File: config.mk
export PLATFORM = sky130hd
export DESIGN_NAME = round_robin_task_scheduler_unit
export DESIGN_NICKNAME = d
export VERILOG_FILES = /design/src/rtl/rrts_pkg.sv /design/src/rtl/rrts_ctrl.sv /design/src/rtl/rrts_dp.sv /design/src/rtl/round_robin_task_scheduler_unit.sv
export SDC_FILE = /design/constraint.sdc
export NUM_CORES = 1
export LEC_CHECK = 0
export BUFFER_PORTS_ARGS = -buffer_cell sky130_fd_sc_hd__buf_2
export CORE_MARGIN = 5
export CORE_UTILIZATION = 50
export DETAILED_ROUTE_END_ITERATION = 10
export PLACE_DENSITY = 0.69
export SYNTH_ARGS = -nofsm -noshare
export SYNTH_HDL_FRONTEND = slang
export SYNTH_SLANG_ARGS = --single-unit
File: constraint.sdc
create_clock -name clk -period 3.1 [get_ports clk]
set_clock_uncertainty 0.05 [all_clocks]
set_input_delay 0.31 -clock clk [delete_from_list [all_inputs] [get_ports clk]]
set_output_delay 0.31 -clock clk [all_outputs]
set_load 0.02 [all_outputs]
File: src/rtl/rrts_pkg.sv
`timescale 1ns / 1ps
// ----------------------------------------------------------------------------
// rrts_pkg
// Shared types, codes and sizes of the round-robin task scheduler.
// ----------------------------------------------------------------------------
package rrts_pkg;

  localparam int MAX_TASKS = 8;
  localparam int SLOT_W    = $clog2(MAX_TASKS);
  localparam int CNT_W     = $clog2(MAX_TASKS);
  localparam int SLOT_FW   = 3;  // width of the slot field on the ports

  typedef enum logic [1:0] {
    OP_TICK = 2'd0,
    OP_ADD  = 2'd1,
    OP_EXIT = 2'd2,
    OP_SET  = 2'd3
  } op_t;

  // per-slot task state
  localparam logic [1:0] TS_WAITING = 2'd0;
  localparam logic [1:0] TS_READY   = 2'd1;
  localparam logic [1:0] TS_ACTIVE  = 2'd2;

  // result status codes
  localparam logic [1:0] RS_OK       = 2'd0;
  localparam logic [1:0] RS_NO_READY = 2'd1;
  localparam logic [1:0] RS_DUP      = 2'd2;
  localparam logic [1:0] RS_EMPTY    = 2'd3;

  typedef enum logic [3:0] {
    S_IDLE,
    S_DECODE,
    S_PRED,
    S_ADD_LINK1,
    S_ADD_LINK2,
    S_EX_START,
    S_EX_LINK,
    S_SW_START,
    S_SW_WALK,
    S_RESP
  } ctrl_state_t;

  // controller to datapath
  typedef struct packed {
    logic       capture;     // latch a new transaction
    logic       rd_p;        // read next pointer at walk pointer, else at current
    logic       p_load_cur;  // walk pointer <= current, count <= 0
    logic       p_load_nxt;  // walk pointer <= successor read, count <= 0
    logic       p_adv;       // walk pointer <= successor read, count++
    logic       set_state;   // mark slot ready or waiting
    logic       add_first;   // first task: self link, make current and active
    logic       link_pred;   // next[p] <= slot
    logic       link_slot;   // next[slot] <= current, slot joins the ring
    logic       ex_clear;    // unlink current: clear flags, keep its successor
    logic       ex_empty;    // last task left: ring empty
    logic       ex_link;     // next[p] <= saved successor, current <= p
    logic       demote;      // active current task drops to ready
    logic       activate;    // task at p becomes active and current
    logic       res_set;     // record result status
    logic [1:0] res_code;
    logic       load_out;    // load the output register
  } dp_cmd_t;

  // datapath to controller
  typedef struct packed {
    op_t  op;
    logic slot_ok;
    logic slot_in_ring;
    logic nonempty;
    logic nxt_eq_cur;
    logic p_ready;
    logic cnt_last;
    logic out_free;
  } dp_stat_t;

endpackage

File: src/rtl/rrts_ctrl.sv
`timescale 1ns / 1ps
// ----------------------------------------------------------------------------
// rrts_ctrl
// Sequencer of the scheduler: decodes a command and steps the ring walks.
// ----------------------------------------------------------------------------
module rrts_ctrl
  import rrts_pkg::*;
(
  input  logic     clk,
  input  logic     rst,
  input  logic     in_valid,
  output logic     in_ready,
  input  dp_stat_t stat,
  output dp_cmd_t  cmd
);

  ctrl_state_t state, state_next;

  always_ff @(posedge clk) begin
    if (rst) begin
      state <= S_IDLE;
    end else begin
      state <= state_next;
    end
  end

  always_comb begin
    state_next = state;
    cmd        = '0;
    in_ready   = 1'b0;
    unique case (state)
      S_IDLE: begin
        in_ready = 1'b1;
        if (in_valid) begin
          cmd.capture = 1'b1;
          state_next  = S_DECODE;
        end
      end
      S_DECODE: begin
        cmd.res_set  = 1'b1;
        cmd.res_code = RS_OK;
        unique case (stat.op)
          OP_SET: begin
            cmd.set_state = stat.slot_ok;
            state_next    = S_RESP;
          end
          OP_ADD: begin
            if (!stat.slot_ok) begin
              state_next = S_RESP;
            end else if (stat.slot_in_ring) begin
              cmd.res_code = RS_DUP;
              state_next   = S_RESP;
            end else if (!stat.nonempty) begin
              cmd.add_first = 1'b1;
              state_next    = S_RESP;
            end else begin
              cmd.p_load_cur = 1'b1;
              state_next     = S_PRED;
            end
          end
          OP_TICK: begin
            if (!stat.nonempty) begin
              cmd.res_code = RS_EMPTY;
              state_next   = S_RESP;
            end else begin
              state_next = S_SW_START;
            end
          end
          OP_EXIT: begin
            if (!stat.nonempty) begin
              cmd.res_code = RS_EMPTY;
              state_next   = S_RESP;
            end else begin
              state_next = S_EX_START;
            end
          end
          default: state_next = S_RESP;
        endcase
      end
      S_PRED: begin
        // find the slot whose successor is the current task
        cmd.rd_p = 1'b1;
        if (stat.nxt_eq_cur || stat.cnt_last) begin
          cmd.p_load_cur = !stat.nxt_eq_cur;
          state_next     = (stat.op == OP_ADD) ? S_ADD_LINK1 : S_EX_LINK;
        end else begin
          cmd.p_adv = 1'b1;
        end
      end
      S_ADD_LINK1: begin
        cmd.link_pred = 1'b1;
        state_next    = S_ADD_LINK2;
      end
      S_ADD_LINK2: begin
        cmd.link_slot = 1'b1;
        state_next    = S_RESP;
      end
      S_EX_START: begin
        cmd.ex_clear = 1'b1;
        if (stat.nxt_eq_cur) begin
          cmd.ex_empty = 1'b1;
          cmd.res_set  = 1'b1;
          cmd.res_code = RS_EMPTY;
          state_next   = S_RESP;
        end else begin
          cmd.p_load_cur = 1'b1;
          state_next     = S_PRED;
        end
      end
      S_EX_LINK: begin
        cmd.ex_link = 1'b1;
        state_next  = S_SW_START;
      end
      S_SW_START: begin
        cmd.res_set  = 1'b1;
        cmd.res_code = RS_OK;
        if (stat.nxt_eq_cur) begin
          state_next = S_RESP;
        end else begin
          cmd.demote     = 1'b1;
          cmd.p_load_nxt = 1'b1;
          state_next     = S_SW_WALK;
        end
      end
      S_SW_WALK: begin
        cmd.rd_p = 1'b1;
        if (stat.p_ready) begin
          cmd.activate = 1'b1;
          state_next   = S_RESP;
        end else if (stat.cnt_last) begin
          cmd.res_set  = 1'b1;
          cmd.res_code = RS_NO_READY;
          state_next   = S_RESP;
        end else begin
          cmd.p_adv = 1'b1;
        end
      end
      S_RESP: begin
        // hold until the output register can take the result
        if (stat.out_free) begin
          cmd.load_out = 1'b1;
          state_next   = S_IDLE;
        end
      end
      default: state_next = S_IDLE;
    endcase
  end

endmodule

File: src/rtl/rrts_dp.sv
`timescale 1ns / 1ps
// ----------------------------------------------------------------------------
// rrts_dp
// Scheduler datapath: next-pointer table, task states, walk pointer, output.
// ----------------------------------------------------------------------------
module rrts_dp
  import rrts_pkg::*;
(
  input  logic               clk,
  input  logic               rst,
  input  dp_cmd_t            cmd,
  output dp_stat_t           stat,
  input  logic [1:0]         in_operation,
  input  logic [SLOT_FW-1:0] in_task_slot,
  input  logic               in_task_ready,
  output logic               out_valid,
  input  logic               out_ready,
  output logic [SLOT_FW-1:0] out_current_task,
  output logic               out_any_task,
  output logic               out_switched,
  output logic [1:0]         out_status
);

  logic [SLOT_W-1:0]  nxt_mem [MAX_TASKS];
  logic [1:0]         task_status [MAX_TASKS];
  logic [MAX_TASKS-1:0] in_ring;
  logic [SLOT_W-1:0]  cur;
  logic               nonempty;

  op_t                op;
  logic [SLOT_FW-1:0] slot;
  logic               rdy;
  logic [SLOT_W-1:0]  start_slot;
  logic               force_sw;
  logic [1:0]         res_code;

  logic [SLOT_W-1:0]  p;
  logic [CNT_W-1:0]   cnt;
  logic [SLOT_W-1:0]  succ_c;

  logic [SLOT_W-1:0]  rd_addr;
  logic [SLOT_W-1:0]  nxt_rd;
  logic [SLOT_W-1:0]  slot_idx;

  assign slot_idx = slot[SLOT_W-1:0];
  assign rd_addr  = cmd.rd_p ? p : cur;
  assign nxt_rd   = nxt_mem[rd_addr];

  always_comb begin
    stat.op           = op;
    stat.slot_ok      = (32'(slot) < MAX_TASKS);
    stat.slot_in_ring = in_ring[slot_idx];
    stat.nonempty     = nonempty;
    stat.nxt_eq_cur   = (nxt_rd == cur);
    stat.p_ready      = (task_status[p] == TS_READY);
    stat.cnt_last     = (cnt == CNT_W'(MAX_TASKS - 1));
    stat.out_free     = !out_valid || out_ready;
  end

  // transaction latch and per-item bookkeeping
  always_ff @(posedge clk) begin
    if (cmd.capture) begin
      op         <= op_t'(in_operation);
      slot       <= in_task_slot;
      rdy        <= in_task_ready;
      start_slot <= cur;
    end
    if (cmd.res_set) begin
      res_code <= cmd.res_code;
    end
    if (cmd.ex_clear) begin
      succ_c <= nxt_rd;
    end
    if (cmd.p_load_cur) begin
      p   <= cur;
      cnt <= '0;
    end else if (cmd.p_load_nxt) begin
      p   <= nxt_rd;
      cnt <= '0;
    end else if (cmd.p_adv) begin
      p   <= nxt_rd;
      cnt <= cnt + 1'b1;
    end
  end

  always_ff @(posedge clk) begin
    if (rst) begin
      force_sw <= 1'b0;
    end else if (cmd.capture) begin
      force_sw <= 1'b0;
    end else if (cmd.add_first || cmd.ex_clear) begin
      force_sw <= 1'b1;
    end
  end

  // next-pointer table, no reset: only linked entries are ever read
  always_ff @(posedge clk) begin
    if (cmd.add_first) begin
      nxt_mem[slot_idx] <= slot_idx;
    end else if (cmd.link_pred) begin
      nxt_mem[p] <= slot_idx;
    end else if (cmd.link_slot) begin
      nxt_mem[slot_idx] <= cur;
    end else if (cmd.ex_link) begin
      nxt_mem[p] <= succ_c;
    end
  end

  always_ff @(posedge clk) begin
    if (rst) begin
      for (int i = 0; i < MAX_TASKS; i++) begin
        task_status[i] <= TS_WAITING;
      end
      in_ring  <= '0;
      cur      <= '0;
      nonempty <= 1'b0;
    end else begin
      if (cmd.set_state) begin
        task_status[slot_idx] <= rdy ? TS_READY : TS_WAITING;
      end else if (cmd.add_first) begin
        task_status[slot_idx] <= TS_ACTIVE;
        in_ring[slot_idx]     <= 1'b1;
        cur                   <= slot_idx;
        nonempty              <= 1'b1;
      end else if (cmd.link_slot) begin
        in_ring[slot_idx] <= 1'b1;
      end else if (cmd.ex_clear) begin
        task_status[cur] <= TS_WAITING;
        in_ring[cur]     <= 1'b0;
        if (cmd.ex_empty) begin
          nonempty <= 1'b0;
          cur      <= '0;
        end
      end else if (cmd.ex_link) begin
        cur <= p;
      end else if (cmd.demote) begin
        if (task_status[cur] == TS_ACTIVE) begin
          task_status[cur] <= TS_READY;
        end
      end else if (cmd.activate) begin
        task_status[p] <= TS_ACTIVE;
        cur            <= p;
      end
    end
  end

  // output register: hold the result until taken
  always_ff @(posedge clk) begin
    if (rst) begin
      out_valid <= 1'b0;
    end else if (cmd.load_out) begin
      out_valid <= 1'b1;
    end else if (out_ready) begin
      out_valid <= 1'b0;
    end
  end

  always_ff @(posedge clk) begin
    if (cmd.load_out) begin
      out_current_task <= nonempty ? SLOT_FW'(cur) : '0;
      out_any_task     <= nonempty;
      out_switched     <= force_sw || (cur != start_slot);
      out_status       <= res_code;
    end
  end

endmodule

File: src/rtl/round_robin_task_scheduler_unit.sv
`timescale 1ns / 1ps
// The ring walks step one next pointer per cycle through the single table read
// port. One transaction is in work at a time; the next is accepted once its
// result sits in the output register. Synchronous reset empties the ring,
// marks all tasks waiting and clears the output valid; the pointer table is
// not reset.
// ----------------------------------------------------------------------------
// round_robin_task_scheduler_unit
// Round-robin scheduler over a ring of task slots with add, tick, exit and
// set-state commands.
// ----------------------------------------------------------------------------
module round_robin_task_scheduler_unit
  import rrts_pkg::*;
(
  input  logic       clk,
  input  logic       rst,
  input  logic       s_tvalid,
  output logic       s_tready,
  input  logic [7:0] s_tdata,   // [2:0] task_slot, [3] task_ready, [7:4] zero
  input  logic [1:0] s_tuser,   // [1:0] operation
  output logic       m_tvalid,
  input  logic       m_tready,
  output logic [7:0] m_tdata    // [2:0] current_task, [3] any_task,
                                // [4] switched, [6:5] status, [7] zero
);

  dp_cmd_t            cmd;
  dp_stat_t           stat;
  logic [SLOT_FW-1:0] current_task;
  logic               any_task;
  logic               switched;
  logic [1:0]         status;

  rrts_ctrl u_ctrl (
    .clk      (clk),
    .rst      (rst),
    .in_valid (s_tvalid),
    .in_ready (s_tready),
    .stat     (stat),
    .cmd      (cmd)
  );

  rrts_dp u_dp (
    .clk              (clk),
    .rst              (rst),
    .cmd              (cmd),
    .stat             (stat),
    .in_operation     (s_tuser),
    .in_task_slot     (s_tdata[2:0]),
    .in_task_ready    (s_tdata[3]),
    .out_valid        (m_tvalid),
    .out_ready        (m_tready),
    .out_current_task (current_task),
    .out_any_task     (any_task),
    .out_switched     (switched),
    .out_status       (status)
  );

  assign m_tdata = {1'b0, status, switched, any_task, current_task};

endmodule

**After elaboration in Yosys (flattened, before gate mapping)**

Memory sizes are Yosys's and may differ from the RTL's. A register that Yosys moved wholly into a read port is not among the register bits.
Index checks and enable logic that the tools add are counted.
W data, S select, Z words.

- Add/sub/neg operators: 1
- Order comparisons: 4
- Eq/ne operators: 24
- Multiplexer cells: 142
- Bitwise gates (word level): 8
- Reduce and logical (&&, ||, !) cells: 28

Operator list:

| cell | count |
|---|---|
| $mux W1 | 86 |
| $mux W3 | 25 |
| $mux W4 | 10 |
| $pmux W4 S10 | 1 |
| $mux W8 | 3 |
| $mux W2 | 9 |
| $eq A4 B3 Y1 const B | 4 |
| $pmux W4 S4 | 1 |
| $reduce_or A2 Y1 | 7 |
| $pmux W3 S4 | 1 |
| $and A8 B8 Y8 | 1 |
| $eq A4 B2 Y1 const B | 2 |
| $eq A4 B4 Y1 const B | 2 |
| $lt A3 B4 Y1 const B | 2 |
| $not A8 Y8 | 1 |
| $or A8 B8 Y8 | 1 |
| $reduce_and A4 Y1 | 2 |
| $demux W1 S3 | 2 |
| $eq A2 B2 Y1 const B | 3 |
| $ge A3 B1 Y1 const B | 2 |
| $ne A3 B2 Y1 const B | 2 |
| $reduce_bool A2 Y1 | 3 |
| $reduce_bool A3 Y1 | 2 |
| $reduce_and A5 Y1 | 1 |
| 23 further kinds | 34 |

- Bits in registers: 45
- Bits in writable memories: 40
- Word-level logic and storage cells: 227
- Memories kept: 2

Memories:

| memory | depth | width | read ports | clocked after Yosys merged registers in | wr ports | RTL line | RTL |
|---|---|---|---|---|---|---|---|
| u_dp.nxt_mem | 8 | 3 | 1 | 0 | 1 | rrts_dp.sv:24 | `logic [SLOT_W-1:0] nxt_mem [MAX_TASKS];` |
| u_dp.task_status | 8 | 2 | 2 | 2 | 8 | rrts_dp.sv:25 | `logic [1:0] task_status [MAX_TASKS];` |

**Logic depth before layout (Yosys ltp)**

An unclocked memory read counts as a cell.

- Word-level depth: 20
- Gate-level depth with buffers: 13
- Mapped depth without buffers: 9

**By module**

From an unflattened synthesis, not the netlist that was laid out.

- Cells, all modules: 443
- Area total of the unflattened synthesis: 4788.3 um^2

By module, submodules not included:

| module | instances | cells an instance | area an instance (um^2) |
|---|---|---|---|
| rrts_dp | 1 | 359 | 4229.1 |
| rrts_ctrl | 1 | 80 | 533.0 |
| round_robin_task_scheduler_unit | 1 | 4 | 26.3 |

**Worst setup path before layout**

Ideal clock, no wire load.

- Kind: register -> register
- Start: register u_ctrl.state[1]
- End: memory u_dp.task_status[1][0], enable pin
- Setup time: 327 ps
- Arrival time: 2896 ps
- Required time: 2723 ps
- Path slack: -173 ps
- Stages on the path, launching flop included: 11
- Cells stage by stage: dfxtp_1 > buf_4 > xor2_4 > nand2_4 > mux2_4 > a221oi_4 > xor2_2 > or4_1 > a32o_2 > nand2b_4 > o21ai_0

RTL lines:

| what | RTL line | RTL |
|---|---|---|
| start: declaration | rrts_ctrl.sv:17 | `ctrl_state_t state, state_next;` |
| start signal: assignment | rrts_ctrl.sv:23 | `state <= state_next;` |
| end: declaration | rrts_dp.sv:25 |  |

==> impl_metrics.ini <==
[status]
status = finished with violations
violations = negative setup slack

[timing]
fin_crit_sh = 1.03
hold_viol_final = 0
tightest_slew_ns = 0.821
fmax_mhz = 314
setup_viol = 14
rsz0062_at_grt = yes
fin_crit_ns = 3.18
drv_slew = 0
holdWs_ns = 0.0668
slew_headroom = 0.447
setup_ws_ns = -0.0807

[pwr]
power_density_nw_per_um2 = 626
ir_drop_uv = 260
p_leak_nw = 2.29
power_mw = 3.98

[grt]
overflow = 0
grt_pass1_wl_um = 22400
grt_max_degree = 35
antenna_found_initial = 0
gr-usage-all-layers = 0.218
grt_pass1_vias = 4522

[floorplan]
core-area_um2 = 10700
chipWidth_um = 114
rows = 38
dieHeight_um = 114
pin_count = 24
die_area_um2 = 13000
initial_core_util = 0.504

[logic_synthesis]
yosysTopAreaCell = edfxtp_1
synth_edf_count = 64
yosys.cell_types.count = 87
syn_area_um2 = 5420
postSynthCellCount = 541
yosysWarnings = 0
async_flop_share = 0
syn_nets = 557
ys_top_cells_by_count = 64 x edfxtp_1, 51 x nor2_1, 40 x nand2_1
yosysMostFrequentCell = edfxtp_1
ys.flop_type = edfxtp_1
ys_seq_elements = 91
synthTopCellsByArea = edfxtp_1 35%, dfxtp_1 10%, nor2_1 3.5%
yosys.area.top_type_share = 0.355
synth_area_per_cell_um2 = 10.0
ys_seq_area_frac = 0.455

[setup_path]
crit_chain = buf_6 -> mux2i_1 -> a22oi_1 -> mux2i_2 -> a221oi_4 -> xor2_2 -> or4_4 -> a32o_2 -> nand2b_4 -> o21ai_2
crit_type = register to register
cp.required_ns = 3.12
worstRegToRegCells = 10
crit_fanout = 8
reg2reg_to = u_dp.task_status[5][0]$_SDFFCE_PN0P_
start_kind = register
cp-end-kind = register
path_delay_family = compound AO/OA/AOI/OAI gates
r2r_slack_ns = -0.08
crit_slowest_cell = edfxtp_1
cp.arrival_ns = 3.20
timing.rr.start = u_dp.p[0]$_DFFE_PN_
path_buf_inv = 1
crit_cells = 10
slowest_delay_ns = 0.54

[place]
gp_congestion = 0.912
dp.cells = 725
dp_hpwl_um = 10200
io_buffers = 18

[cells_and_area]
multi_input_area_um2 = 2860
final_net_count = 617
areaGrowthSynthToFinish_pct = 17.3
antenna_cells = 0
regArea_um2 = 2470
layout-drive-gt1-share = 0.279
fin_cells = 746
fillerInstances = 921

[route]
vias_per_cell = 6.14
drt.antenna.violating_nets = 0
wire_per_inst_um = 18.5
drc = 0
drtPass1Iterations = 5
drt_iter0_drc = 436
via_count = 4582
drt-total-wl_um = 13800

[clock_tree]
clockBufferDepth = 2
cts_made_buffers = 9
clock-root-buffer = clkbuf_8
cts_sinks = 91
clk_latency_ns = 0.37
path_clk_slew_ns = 0.08
cts_tree = yes
cts_max_level = 3

[worst_hold_path]
holdPathStages = 1
min_path_type = input pin to register
hold_start = s_tdata[0]
holdPathEnd = u_dp.slot[0]$_DFFE_PP_

[run]
cap_violations = 0
-- cell families after synthesis --
group | after synthesis | synth area share
simple gates | 216 | 0.223
compound gates | 141 | 0.182
flops | 91 | 0.455
buf+inv | 50 | 0.0455
mux | 28 | 0.0638
xor+xnor | 12 | 0.0256
fa+ha+maj | 2 | 0.00462
other cells | 1 | 0.000692
-- cell type report --
cell class,instances,area share
clock buffer,11,0.0207
clock inverter,5,0.00492
inverter,13,0.00768
multi-input combinational,400,0.451
sequential,91,0.388
tap,140,0.0276
timing repair buffer,86,0.100
-- worst max-delay path by stage --
stage	endpoint	slack, ns	start
finish	u_dp.task_status[5][0]$_SDFFCE_PN0P_	-0.08	u_dp.p[0]$_DFFE_PN_
global route	u_dp.task_status[5][0]$_SDFFCE_PN0P_	-0.18	u_dp.p[0]$_DFFE_PN_
CTS	u_dp.task_status[1][0]$_SDFFCE_PN0P_	-0.02	u_dp.p[0]$_DFFE_PN_
detailed placement	u_dp.task_status[7][1]$_SDFFCE_PN0P_	-0.09	u_dp.p[0]$_DFFE_PN_
global placement	u_dp.task_status[4][0]$_SDFFCE_PN0P_	-0.04	u_ctrl.state[3]$_SDFFE_PP0P_
floorplan	u_dp.task_status[1][0]$_SDFFCE_PN0P_	-0.07	u_ctrl.state[1]$_SDFFE_PP0P_
-- state kept, by name, summed over array words and instances (netlist names), named ones only --
name and count:
u_dp.start_slot 3, u_dp.cnt 3, u_dp.out_valid 1, u_ctrl.state 4
u_dp.slot 3, u_dp.out_current_task 3, u_dp.res_code 2, u_dp.succ_c 3
u_dp.rdy 1, u_dp.nxt_mem 24, u_dp.out_any_task 1, u_dp.out_status 2
u_dp.cur 3, u_dp.nonempty 1, u_dp.out_switched 1, u_dp.task_status 16
u_dp.p 3, u_dp.in_ring 8, u_dp.op 2, u_dp.force_sw 1
-- metrics by stage --
| step | TNS (ns) | setup WS, ns | utilization | instance area [um2] |
|---|---|---|---|---|
| after floorplan | -0.458 | -0.0664 | - | 5430 |
| after global placement | -0.212 | -0.0373 | 0.558 | 5990 |
| after detailed placement | -1.14 | -0.0937 | 0.558 | 5990 |
| after CTS | -0.0432 | -0.0154 | 0.577 | 6200 |
| after global routing | -3.66 | -0.176 | 0.591 | 6350 |
| final | -0.605 | -0.0807 | 0.591 | 6350 |
-- cells in the final DEF (no fill, tap or decap), types with 3 or more instances in the layout --
cell | synthesis | routed
nor3_1 | 15 | 14
inv_1 | 12 | 12
buf_4 | 9 | 63
clkbuf_8 | 0 | 9
nor3b_1 | 3 | 3
o22ai_1 | 7 | 5
xor2_1 | 4 | 4
and4_1 | 8 | 8
mux2_2 | 7 | 7
mux2i_1 | 15 | 14
mux4_2 | 3 | 3
a31o_2 | 4 | 4
and2_1 | 10 | 9
nor2_2 | 3 | 4
xnor2_1 | 5 | 4
dfxtp_2 | 0 | 3
clkinvlp_4 | 0 | 3
nand3_1 | 10 | 10
a211oi_1 | 10 | 10
edfxtp_1 | 64 | 64
nand2_1 | 40 | 39
nor2_1 | 51 | 50
a21oi_1 | 31 | 27
a21o_1 | 4 | 4
dfxtp_1 | 27 | 24
buf_6 | 2 | 3
a31oi_1 | 10 | 10
nand4_1 | 4 | 4
a311oi_2 | 0 | 3
or2_2 | 4 | 3
a22oi_1 | 9 | 9
buf_2 | 8 | 18
nor2b_1 | 17 | 17
a21oi_2 | 1 | 5
o21ai_0 | 24 | 22
nand2b_1 | 25 | 25
o21bai_1 | 3 | 3
-- layer usage --
metal,vias to the layer above,global-route usage,share of wire
li1,2143,-,-
met2,188,0.353,0.47
met3,40,0.0460,0.068
met1,2211,0.284,0.43
met5,-,0,0
met4,0,0.0942,0.030
-- report_power, final --
part	leakage, nW	total (mW)	switching, mW	internal, mW
sequential	0.827	1.56	0.0965	1.47
combinational	1.39	1.72	0.972	0.744
clock	0.0730	0.699	0.412	0.288
total	2.29	3.98	1.48	2.50
-- timing repair --
action | in CTS | in global routing
gates resized for setup | 6 | 27
pin swaps | 4 | 11
hold endpoints to repair | 0 | 0
endpoints found under the setup margin | 27 | 58
buffers inserted | 3 | 2
hold buffers | 0 | 0
(Power assumes the default switching activity.)
